**src/hw/rtl/ciw_ram.sv**
```systemverilog
module ciw_ram #(
    parameter int WIDTH = 8,
    parameter int DEPTH = 16,
    localparam int ADDR_W = $clog2(DEPTH)
) (
    input  logic              i_clk,
    input  logic              i_we,
    input  logic [ADDR_W-1:0] i_waddr,
    input  logic [WIDTH-1:0]  i_wdata,
    input  logic [ADDR_W-1:0] i_raddr,
    output logic [WIDTH-1:0]  o_rdata
);

    logic [WIDTH-1:0] r_mem [DEPTH];
    logic [WIDTH-1:0] r_rdata;

    always_ff @(posedge i_clk) begin
        if (i_we) begin
            r_mem[i_waddr] <= i_wdata;
        end
        r_rdata <= r_mem[i_raddr];
    end

    assign o_rdata = r_rdata;

endmodule

```
**config.mk**
```make
export PLATFORM = sky130hd
export DESIGN_NAME = ciw_ram
export DESIGN_NICKNAME = d
export VERILOG_FILES = /design/src/hw/rtl/ciw_ram.sv
export SDC_FILE = /design/constraint.sdc
export NUM_CORES = 1
export LEC_CHECK = 0
export BUFFER_PORTS_ARGS = -buffer_cell sky130_fd_sc_hd__buf_2
export CAP_MARGIN = 20
export CORE_MARGIN = 4
export CORE_UTILIZATION = 45
export CTS_CLUSTER_DIAMETER = 60
export DETAILED_ROUTE_END_ITERATION = 8
export SLEW_MARGIN = 10
export SYNTH_ARGS = -nofsm -noshare
export SYNTH_HDL_FRONTEND = slang
export SYNTH_SLANG_ARGS = --single-unit
export TNS_END_PERCENT = 20
```
**constraint.sdc**
```tcl
create_clock -name i_clk -period 2.45 [get_ports i_clk]
set_input_delay 0.49 -clock i_clk [delete_from_list [all_inputs] [get_ports i_clk]]
set_output_delay 0.49 -clock i_clk [all_outputs]
set_load 0.1 [all_outputs]
```
* After elaboration in Yosys (flattened, before gate mapping)
Memories as Yosys holds them, arrays and structs flattened. A register that Yosys moved wholly into a read port is not among the register bits.
Index checks and enable logic that the tools add are counted.
** Word-level totals
- Register bits :: 0
- Latch bits :: 0
- RAM bits :: 128
- Bits in read-only memories :: 0
- Input bits :: 18
- Output and inout bits :: 8
- Word-level logic and storage cells :: 3
- Memories kept :: 1
** Operators by class
- Add/subtract/negate cells :: 0
- $mul :: 0
- Divide/modulo/power cells :: 0
- Order comparisons :: 0
- Equal/unequal tests :: 0
- Shift operators :: 0
- Muxes and demuxes :: 2
- Bitwise gates (word level) :: 0
- Reductions and logical operators :: 0
** Memories
- r_mem :: depth 16, bits a word 8, rd ports 1, clocked after Yosys merged registers in 1, wr ports 1, line 14 : logic [WIDTH-1:0] r_mem [DEPTH];
** Operators by type and width (number)
- $mux 1 :: 2

* Logic depth before layout (Yosys ltp)
Gate-level depths: netlist of the first run.
- Depth in word-level cells :: 2
- Mapped depth :: 5
- Gate-level depth less buffers :: 3

* Worst setup path before layout of the first run
OpenSTA, ideal clock, no wires.
- Path type :: in2reg
- Start point :: input port i_waddr[2]
- End point :: memory r_mem[0][0], enable pin
- Library setup time :: 383 ps
- Arrival time :: 1600 ps
- Data required time :: 2067 ps
- Path slack :: 467 ps
- Cell stages on the path :: 2
- Path through :: or3b_2 -> nor3_1
** RTL lines
- start, declared :: line 8 : input logic [ADDR_W-1:0] i_waddr,
- end, declared :: line 14
Straight into the memory's write port.

* Worst setup path after layout of the first run
- Start point :: register r_rdata[1], in the netlist o_rdata[1], read port of r_mem
- End point :: output port o_rdata[1]
** RTL lines
- start, declared :: line 15 : logic [WIDTH-1:0] r_rdata;
- end, declared :: line 11 : output logic [WIDTH-1:0] o_rdata
No word-level cell between the ends.

==> flow_metrics.env, run 1 <==
export IMPL_ios=26
export IMPL_areaGrowthSynthToFinish_pct=18.4
export IMPL_cp_top_family="buffers and inverters"
export IMPL_slew_headroom_pct=59.0
export IMPL_fp_dieW_um=115
export IMPL_worstPathArrival_ns=1.19
export IMPL_rows=38
export IMPL_layout_commonest_cell="edfxtp_1"
export IMPL_cap_viol_max_count=0
export IMPL_hold_path_class="primary input to flop"
export IMPL_firstDrtPassIters=5
export IMPL_min_period_ns=1.68
export IMPL_synth_top_area_share_pct=74.7
export IMPL_hold_viol=0
export IMPL_worstPathRequired_ns=1.96
export IMPL_critical_path_class="flop to output port"
export IMPL_rsz0062_at_grt="false"
export IMPL_worst_path_largest_cell_delay_ns=0.44
export IMPL_mostFrequentLayoutCells="128 x edfxtp_1, 25 x buf_2, 20 x buf_4"
export IMPL_synth_top_flop_cell="edfxtp_1"
export IMPL_startpoint="o_rdata[1]"
export IMPL_cts_tree="done"
export IMPL_drv_slew=0
export IMPL_seq_power_share_pct=49.6
export IMPL_routed_via_density=5.56
export IMPL_switchingPower_uw=1130
export IMPL_grt_pass1_vias=2503
export IMPL_antenna_cells=0
export IMPL_fin_hold_ws_ns=0.474
export IMPL_cts_resized=0
export IMPL_place_congestion=0.729
export IMPL_endpoint_kind="output port"
export IMPL_finClkSkew_ns=0.00814
export IMPL_num_vias=2431
export IMPL_fillers=863
export IMPL_nets=303
export IMPL_synth_top_cell_by_area="edfxtp_1"
export IMPL_cts_sinks=136
export IMPL_hold_buffers=0
export IMPL_post_cts_buffers=0
export IMPL_outcome="completed"
export IMPL_ys_warnings_count=0
export IMPL_htreeDepth=4
export IMPL_antenna_found_initial=0
export IMPL_die_area_um2=13200
export IMPL_synth_edff_count=128
export IMPL_grt_first_pass_wirelength_um=15200
export IMPL_numCtsBuffers=17
export IMPL_synthDistinctLibCells=19
export IMPL_setup_violations_final=0
export IMPL_reg2reg_slack_ns=1.10
export IMPL_drive_gt1_share_pct=31.6
export IMPL_grt_max_degree=33
export IMPL_crit_fanout=1
export IMPL_clkLatencyLatePin_ns=0.40
export IMPL_start_util_pct=46.7
export IMPL_cpMaxStageDelayCell="buf_2"
export IMPL_min_from="i_wdata[4]"
export IMPL_routedWlPerCell_um=22.1
export IMPL_synth_seq_cells=136
export IMPL_post_dp_hpwl_um=6160
export IMPL_p_int_uw=4140
export IMPL_worst_setup_path_start_kind="flop"
export IMPL_io_buffer_count=25
export IMPL_clockRootBuffer="clkbuf_16"
export IMPL_ant_nets=0
export IMPL_clk_path_buf_depth=2
export IMPL_synth_nets=247
export IMPL_worstMarginPinSlew_ns=0.612
export IMPL_coreArea_um2=11000
export IMPL_grt_usage_pct=16.1
export IMPL_p_comb_share_pct=6.7
export IMPL_path_clk_slew_ns=0.06
export IMPL_routed_wl_um=9670
export IMPL_swShare_pct=21.4
export IMPL_grt_overflow=0
export IMPL_yosysSeqAreaShare_pct=77.8
export IMPL_power_density_nw_per_um2=865
export IMPL_drt_iter0_drc=206
export IMPL_crit_chain="buf_2"
export IMPL_period_share_pct=68.7
export IMPL_max_freq_mhz=594
export IMPL_drt_drc_violations_left=0
export IMPL_vdd_drop_max_v=0.000497
export IMPL_synthesis_area_um2=5150
export IMPL_die_y_um=115
export IMPL_setup_tns_final_ns=0
export IMPL_yosys_top_cells_area="edfxtp_1 75%, mux4_2 7.9%, mux4_1 7.1%, dfxtp_1 3.1%, a22oi_1 2.3%"
export IMPL_reg2reg_from="r_mem[8][3]"
export IMPL_avgSynthCellArea_um2=22.5
export IMPL_p_clk_share_pct=43.7
export IMPL_async_flop_share_pct=0
export IMPL_synthCells=229
export IMPL_cp_num_buf_inv=1
export IMPL_p_leak_uw=0.00209
## cells by family (layout without fill, tap and decap cells)
| family | after synthesis | count (layout) | synth area share (%) |
|---|---|---|---|
| flip-flops | 136 | 136 | 77.8 |
| AND/OR/NAND/NOR | 35 | 35 | 3.18 |
| multiplexers | 32 | 32 | 15.0 |
| AO/OA/AOI/OAI | 16 | 16 | 2.33 |
| buffers and inverters | 10 | 78 | 1.68 |
## per-stage QoR
stage	area (µm²)	total power (µW)	util (%)	instances	setup slack, ns
after floorplan	5150	2910	-	229	0.467
after global placement	5550	3010	50.3	406	0.496
after detailed placement	5550	3020	50.3	406	0.493
after CTS	6090	5310	55.3	437	0.746
after global routing	6090	5450	55.3	437	0.728
final	6090	5270	55.3	437	0.766
## layer usage
layer	track usage, %	up-vias	share of wire, %
met5	0	-	0
met4	5.63	0	1.1
li1	-	1087	-
met2	23.6	83	47
met3	4.16	9	5.4
met1	23.7	1252	46
## final timing paths
path | end | cells past startpoint
max | o_rdata[1] | 1
min | r_mem[6][4] | 1
max reg2reg | o_rdata[3] | 3
min reg2reg | o_rdata[7] | 3
## cell usage after synthesis (2+ instances only)
master / number
dfxtp_1: 8
a22oi_1: 16
buf_2: 3
nor3_1: 4
mux4_1: 14
buf_6: 3
nand2b_1: 2
nand2_1: 9
nor2_1: 13
clkdlybuf4s25_2: 3
mux4_2: 18
edfxtp_1: 128
nand3b_1: 2
## layout make-up
cell class | count | area [µm²] | share of cell area [%]
well taps | 140 | 175 | 2.87
clock inverters | 9 | 78.8 | 1.29
clock buffers | 22 | 464 | 7.62
multi-input cells | 83 | 1060 | 17.3
flip-flops and latches | 136 | 4000 | 65.7
repair buffers | 47 | 315 | 5.17
## registers in the layout (all words and copies together), names as in the netlist
name     cells
r_mem      128
o_rdata      8
## power by group through the flow
stage / logic (µW) / registers [µW] / clock network (µW)
floorplan: 132 / 2770 / 0
global placement: 351 / 2660 / 0
detailed placement: 354 / 2660 / 0
CTS: 356 / 2620 / 2340
global route: 375 / 2620 / 2450
finish: 351 / 2620 / 2300
Power figures use the tool's default switching activity.
==> run 2: changes to the inputs <==
==> constraint.sdc (replaced) <==
create_clock -name i_clk -period 1.65 [get_ports i_clk]
set_input_delay 0.33 -clock i_clk [delete_from_list [all_inputs] [get_ports i_clk]]
set_output_delay 0.33 -clock i_clk [all_outputs]
set_load 0.1 [all_outputs]
==> run 2 against run 1 <==
Effect of this change:
- setup slack lost 0.62 ns
- clock skew is 0.0019 ns lower
- sequential share of layout area down 0.85 points
- core utilization is 0.73 points higher
- die area did not move
- first-iteration DRC count grew 7.3%
- final cell count increased by 1.1%
- global-route usage is 0.44 points higher
- power rose by 51%
- routed wire length up 2.3%
- critical endpoint is now o_rdata[2]
- largest power group unchanged
- highest routed layer unchanged
==> flow_metrics.env, run 2 (synthesis gave the netlist of run 1 again) <==
export IMPL_start_util_pct=46.7
export IMPL_routed_wl_um=9890
export IMPL_routed_via_density=5.48
export IMPL_num_vias=2423
export IMPL_setup_violations_final=0
export IMPL_crit_fanout=1
export IMPL_coreArea_um2=11000
export IMPL_drv_slew=0
export IMPL_placed_cells=410
export IMPL_crit_chain="buf_2"
export IMPL_grt_max_degree=21
export IMPL_io_buffer_count=25
export IMPL_cts_resized=0
export IMPL_die_area_um2=13200
export IMPL_largest_register="r_mem"
export IMPL_p_leak_uw=0.00211
export IMPL_worstPathRequired_ns=1.32
export IMPL_period_share_pct=91.0
export IMPL_min_period_ns=1.50
export IMPL_finClkSkew_ns=0.00624
export IMPL_endpoint_kind="output port"
export IMPL_dr_wl_met3_um=536
export IMPL_maxUsedRoutingLayer="met4"
export IMPL_drt_drc_violations_left=0
export IMPL_path_clk_slew_ns=0.06
export IMPL_grt_pass1_vias=2559
export IMPL_worst_path_largest_cell_delay_ns=0.43
export IMPL_final_cells=442
export IMPL_cts_tree="done"
export IMPL_drt_iter0_drc=221
export IMPL_power_density_nw_per_um2=1290
export IMPL_largest_reg_flops=128
export IMPL_cp_top_family="buffers and inverters"
export IMPL_firstDrtPassIters=4
export IMPL_cts_sinks=136
export IMPL_nets=307
export IMPL_worstMarginPinSlew_ns=0.831
export IMPL_cp_num_buf_inv=1
export IMPL_vdd_drop_max_v=0.000712
export IMPL_power_uw=7950
export IMPL_numCtsBuffers=17
export IMPL_cap_viol_max_count=0
export IMPL_clk_path_buf_depth=2
export IMPL_antenna_found_initial=0
export IMPL_critical_path_class="flop to output port"
export IMPL_cpMaxStageDelayCell="buf_2"
export IMPL_wl_met2_um=4740
export IMPL_rows=38
export IMPL_grt_overflow=0
export IMPL_routedWlPerCell_um=22.4
export IMPL_htreeDepth=4
export IMPL_rsz0062_at_grt="false"
export IMPL_slew_headroom_pct=44.5
export IMPL_antenna_cells=0
export IMPL_grt_usage_pct=16.6
export IMPL_clockRootBuffer="clkbuf_16"
export IMPL_fp_dieW_um=115
export IMPL_grt_first_pass_wirelength_um=15200
export IMPL_clkLatencyLatePin_ns=0.40
export IMPL_hold_buffers=0
export IMPL_hold_viol=0
export IMPL_hold_path_class="primary input to flop"
export IMPL_drive_gt1_share_pct=32.8
export IMPL_worst_setup_path_start_kind="flop"
export IMPL_post_cts_buffers=0
export IMPL_fillers=857
export IMPL_mostFrequentLayoutCells="128 x edfxtp_1, 25 x buf_2, 22 x buf_4"
export IMPL_ios=26
export IMPL_post_dp_hpwl_um=6470
export IMPL_areaGrowthSynthToFinish_pct=20.0
export IMPL_ant_nets=0
export IMPL_die_y_um=115
export IMPL_worstPathArrival_ns=1.17
export IMPL_met1Wirelength_um=4500
export IMPL_max_freq_mhz=666
export IMPL_place_congestion=0.775
export IMPL_outcome="completed"
export IMPL_layout_commonest_cell="edfxtp_1"
## run 2: changes by cell type in the layout (fill, tap and decap cells not counted)
cell,change
clkbuf_1,-2
clkinvlp_4,+2
buf_12,+2
clkbuf_8,-2
bufinv_16,+1
nor3_2,+1
buf_4,+2
clkinv_4,+1
clkinv_2,-2
nor3_1,-1
clkinv_1,+3
## run 2: power breakdown
part / internal (µW) / switching [µW] / leakage, µW / total (µW)
sequential: 3860 / 19.9 / 0.00122 / 3880
clock: 2200 / 1330 / 0.000264 / 3520
combinational: 168 / 369 / 0.000627 / 537
## run 2: cell type report
| type | instances | area [µm²] | area share, % |
|---|---|---|---|
| repair buffers | 51 | 370 | 6.00 |
| well taps | 140 | 175 | 2.84 |
| clock buffers | 18 | 429 | 6.95 |
| clock inverters | 14 | 134 | 2.17 |
| flip-flops and latches | 136 | 4000 | 64.8 |
| multi-input cells | 83 | 1060 | 17.2 |
## run 2: worst paths after layout
check                                  start     endpoint  slack, ns  cells after the start
worst min register to register  r_mem[11][3]   o_rdata[3]       0.67                      3
worst max-delay path              o_rdata[2]   o_rdata[2]       0.15                      1
worst max register to register   r_mem[4][3]   o_rdata[3]       0.29                      3
worst min-delay path              i_wdata[5]  r_mem[5][5]       0.30                      1
## run 2: metrics by stage
stage | setup slack, ns | setup TNS [ns] | utilization, % | area, µm² | hold slack (ns)
floorplan | 0.0539 | 0 | - | 5150 | 0.429
global placement | -0.0872 | -0.263 | 50.9 | 5610 | 0.652
detailed placement | -0.0780 | -0.369 | 50.9 | 5610 | 0.667
CTS | 0.0981 | 0 | 56.0 | 6170 | 0.294
global route | 0.0907 | 0 | 56.0 | 6170 | 0.297
finish | 0.148 | 0 | 56.0 | 6170 | 0.303
## run 2: layer usage
layer  track usage [%]  up-vias
met5                 0        -
met4              7.04        0
met3              4.05        8
met2              24.2       78
met1              24.0     1242
li1                  -     1095
==> run 3: changes to the inputs <==
--- a/config.mk
+++ b/config.mk
@@ -5,6 +5,8 @@
 export SDC_FILE = /design/constraint.sdc
 export NUM_CORES = 1
 export LEC_CHECK = 0
+export ABC_AREA = 1
+export ABC_CLOCK_PERIOD_IN_PS = 1650
 export BUFFER_PORTS_ARGS = -buffer_cell sky130_fd_sc_hd__buf_2
 export CAP_MARGIN = 20
 export CORE_MARGIN = 4
==> run 3 against run 2 <==
Effect of this change:
- critical path depth unchanged
- sequential share of layout area decreased by 5.2 points
- first-iteration DRC count increased by 58%
- routed wire length increased by 27%
- combinational power increased by 18%
- sequential power about the same
- area after synthesis increased by 12%
- via count increased by 56%
- final area increased by 8.7%
- clock-buffer cell count increased by 6
- largest cell class unchanged
==> flow_metrics.env, run 3 <==
export IMPL_outcome="completed"
export IMPL_min_from="i_raddr[3]"
export IMPL_hold_end="o_rdata[0]"
export IMPL_avgSynthCellArea_um2=10.5
export IMPL_fp_dieW_um=121
export IMPL_r2r_end="o_rdata[5]"
export IMPL_rows=41
export IMPL_post_place_ws_ns=0.147
export IMPL_largest_register="r_mem"
export IMPL_worstSetupPathDepth=1
export IMPL_synthTopCellsByCount="173 x nand2_1, 128 x edfxtp_1, 100 x inv_1"
export IMPL_cpMaxStageDelayCell="buf_2"
export IMPL_hold_viol=0
export IMPL_worst_path_largest_cell_delay_ns=0.44
export IMPL_setup_tns_final_ns=0
export IMPL_ios=26
export IMPL_die_area_um2=14700
export IMPL_max_freq_mhz=654
export IMPL_drv_slew=0
export IMPL_cp_top_family="buffers and inverters"
export IMPL_yosysSeqAreaShare_pct=69.4
export IMPL_path_clk_slew_ns=0.05
export IMPL_synth_compound_area_share_pct=0
export IMPL_grt_usage_pct=18.5
export IMPL_routed_wl_um=12600
export IMPL_worst_setup_path_start_kind="flop"
export IMPL_grt_first_pass_wirelength_um=20200
export IMPL_ys_warnings_count=0
export IMPL_place_congestion=0.810
export IMPL_ff2ff_path_depth=6
export IMPL_muxShareOfSynthArea_pct=0
export IMPL_power_density_nw_per_um2=1160
export IMPL_clk_path_buf_depth=2
export IMPL_nets=616
export IMPL_synthDistinctLibCells=12
export IMPL_mostFrequentLayoutCells="173 x nand2_1, 128 x edfxtp_1, 100 x inv_1"
export IMPL_cts_tree="done"
export IMPL_critical_path_class="flop to output port"
export IMPL_p_leak_uw=0.00293
export IMPL_reg2reg_slack_ns=0.62
export IMPL_rsz0062_at_grt="false"
export IMPL_routed_via_density=4.84
export IMPL_finalInstanceArea_um2=6710
export IMPL_endpoint_kind="output port"
export IMPL_crit_chain="buf_2"
export IMPL_post_cts_buffers=0
export IMPL_slew_headroom_pct=67.4
export IMPL_synth_seq_cells=136
export IMPL_layout_commonest_cell="nand2_1"
export IMPL_synth_top_area_share_pct=66.7
export IMPL_min_path_cells=3
export IMPL_fin_hold_ws_ns=0.307
export IMPL_clockRootBuffer="clkbuf_16"
export IMPL_synth_most_common_cell="nand2_1"
export IMPL_numCtsBuffers=17
export IMPL_start_util_pct=45.9
export IMPL_drt_iter0_drc=350
export IMPL_setup_violations_final=0
export IMPL_synth_xor_area_share_pct=0
export IMPL_hold_buffers=0
export IMPL_post_dp_hpwl_um=8020
export IMPL_areaGrowthSynthToFinish_pct=16.4
export IMPL_firstDrtPassIters=5
export IMPL_io_buffer_count=25
export IMPL_fillers=1061
export IMPL_cts_sinks=136
export IMPL_clkLatencyLatePin_ns=0.41
export IMPL_async_flop_share_pct=0
export IMPL_period_share_pct=92.7
export IMPL_min_period_ns=1.53
export IMPL_fin_util_pct=53.4
export IMPL_yosys_area_share_simple_pct=21.0
export IMPL_ant_nets=0
export IMPL_synth_top_flop_cell="edfxtp_1"
export IMPL_synth_top_family_by_area="simple AND/OR/NAND/NOR gates"
export IMPL_synth_nets=569
export IMPL_finClkSkew_ns=0.00655
export IMPL_cap_viol_max_count=0
export IMPL_grt_max_degree=55
export IMPL_hold_path_class="primary input to flop"
export IMPL_cts_resized=0
export IMPL_coreArea_um2=12600
export IMPL_synthesis_area_um2=5770
export IMPL_drive_gt1_share_pct=12.3
export IMPL_synthCells=551
export IMPL_grt_overflow=0
export IMPL_die_y_um=121
export IMPL_drt_drc_violations_left=0
export IMPL_htreeDepth=4
export IMPL_synth_adder_area_share_pct=0
export IMPL_setup_slack_ns=0.121
export IMPL_grt_pass1_vias=3732
export IMPL_worstPathRequired_ns=1.32
export IMPL_vdd_drop_max_v=0.000646
export IMPL_worstPathArrival_ns=1.20
export IMPL_synth_top_cell_by_area="edfxtp_1"
export IMPL_yosys_top_cells_area="edfxtp_1 67%, nand2_1 11%, nand3_1 8.4%, inv_1 6.5%, dfxtp_1 2.8%"
export IMPL_antenna_found_initial=0
export IMPL_synth_edff_count=128
export IMPL_reg2reg_from="r_mem[0][5]"
export IMPL_antenna_cells=0
export IMPL_num_vias=3778
export IMPL_worstMarginPinSlew_ns=0.492
export IMPL_routedWlPerCell_um=16.1
export IMPL_largest_reg_flops=128
export IMPL_cp_num_buf_inv=1
export IMPL_dpl_instance_area_um2=6210
export IMPL_crit_fanout=1
==> run 3: changes by cell type in the layout (fill, tap and decap cells not counted), sizes merged, moves of 2 or more <==
cell | before | now
clkinv | 8 | 5
a22oi | 16 | 0
nand2 | 9 | 173
nor2 | 13 | 17
inv | 0 | 102
nand2b | 2 | 0
clkinvlp | 4 | 0
clkbuf | 18 | 24
nand3 | 1 | 97
mux4 | 32 | 0
nor3 | 4 | 0
==> run 3: worst max-delay path by stage <==
stage                          start           end  slack (ns)
after floorplan           i_waddr[2]  r_mem[10][0]        0.37
after global placement    i_raddr[0]    o_rdata[1]        0.18
after detailed placement  i_raddr[0]    o_rdata[1]        0.15
after CTS                 o_rdata[6]    o_rdata[6]        0.10
after global routing      o_rdata[6]    o_rdata[6]        0.11
final                     o_rdata[6]    o_rdata[6]        0.12
==> run 3: logic make-up after synthesis <==
family | after synthesis
simple gates | 289
flops | 136
buf+inv | 126
==> run 3: final cells by class <==
type	instances	area (µm²)	area share (%)
Clock buffer	24	452	6.73
Clock inverter	6	52.6	0.783
Inverter	102	383	5.71
Multi-Input combinational cell	289	1210	18.1
Sequential cell	136	4000	59.7
Tap cell	172	215	3.21
Timing Repair Buffer	52	390	5.82
==> run 3: through the flow <==
step	power, µW	cells
after detailed placement	4600	751
after global placement	4590	751
after CTS	7860	781
final	7800	781
after global routing	8070	781
after floorplan	4390	551
==> run 3: power breakdown <==
part           switching [µW]  leakage, µW  internal (µW)
Combinational             478      0.00146            157
Sequential               23.7      0.00122           3870
Clock                    1250     0.000247           2030
==> run 3: metal layers <==
layer | up-vias | global-route usage, % | share of wire (%)
met2 | 124 | 29.7 | 49
met1 | 1778 | 24.9 | 44
met4 | 0 | 6.44 | 1.7
met5 | - | 0 | 0
met3 | 16 | 4.34 | 5.8
li1 | 1860 | - | -
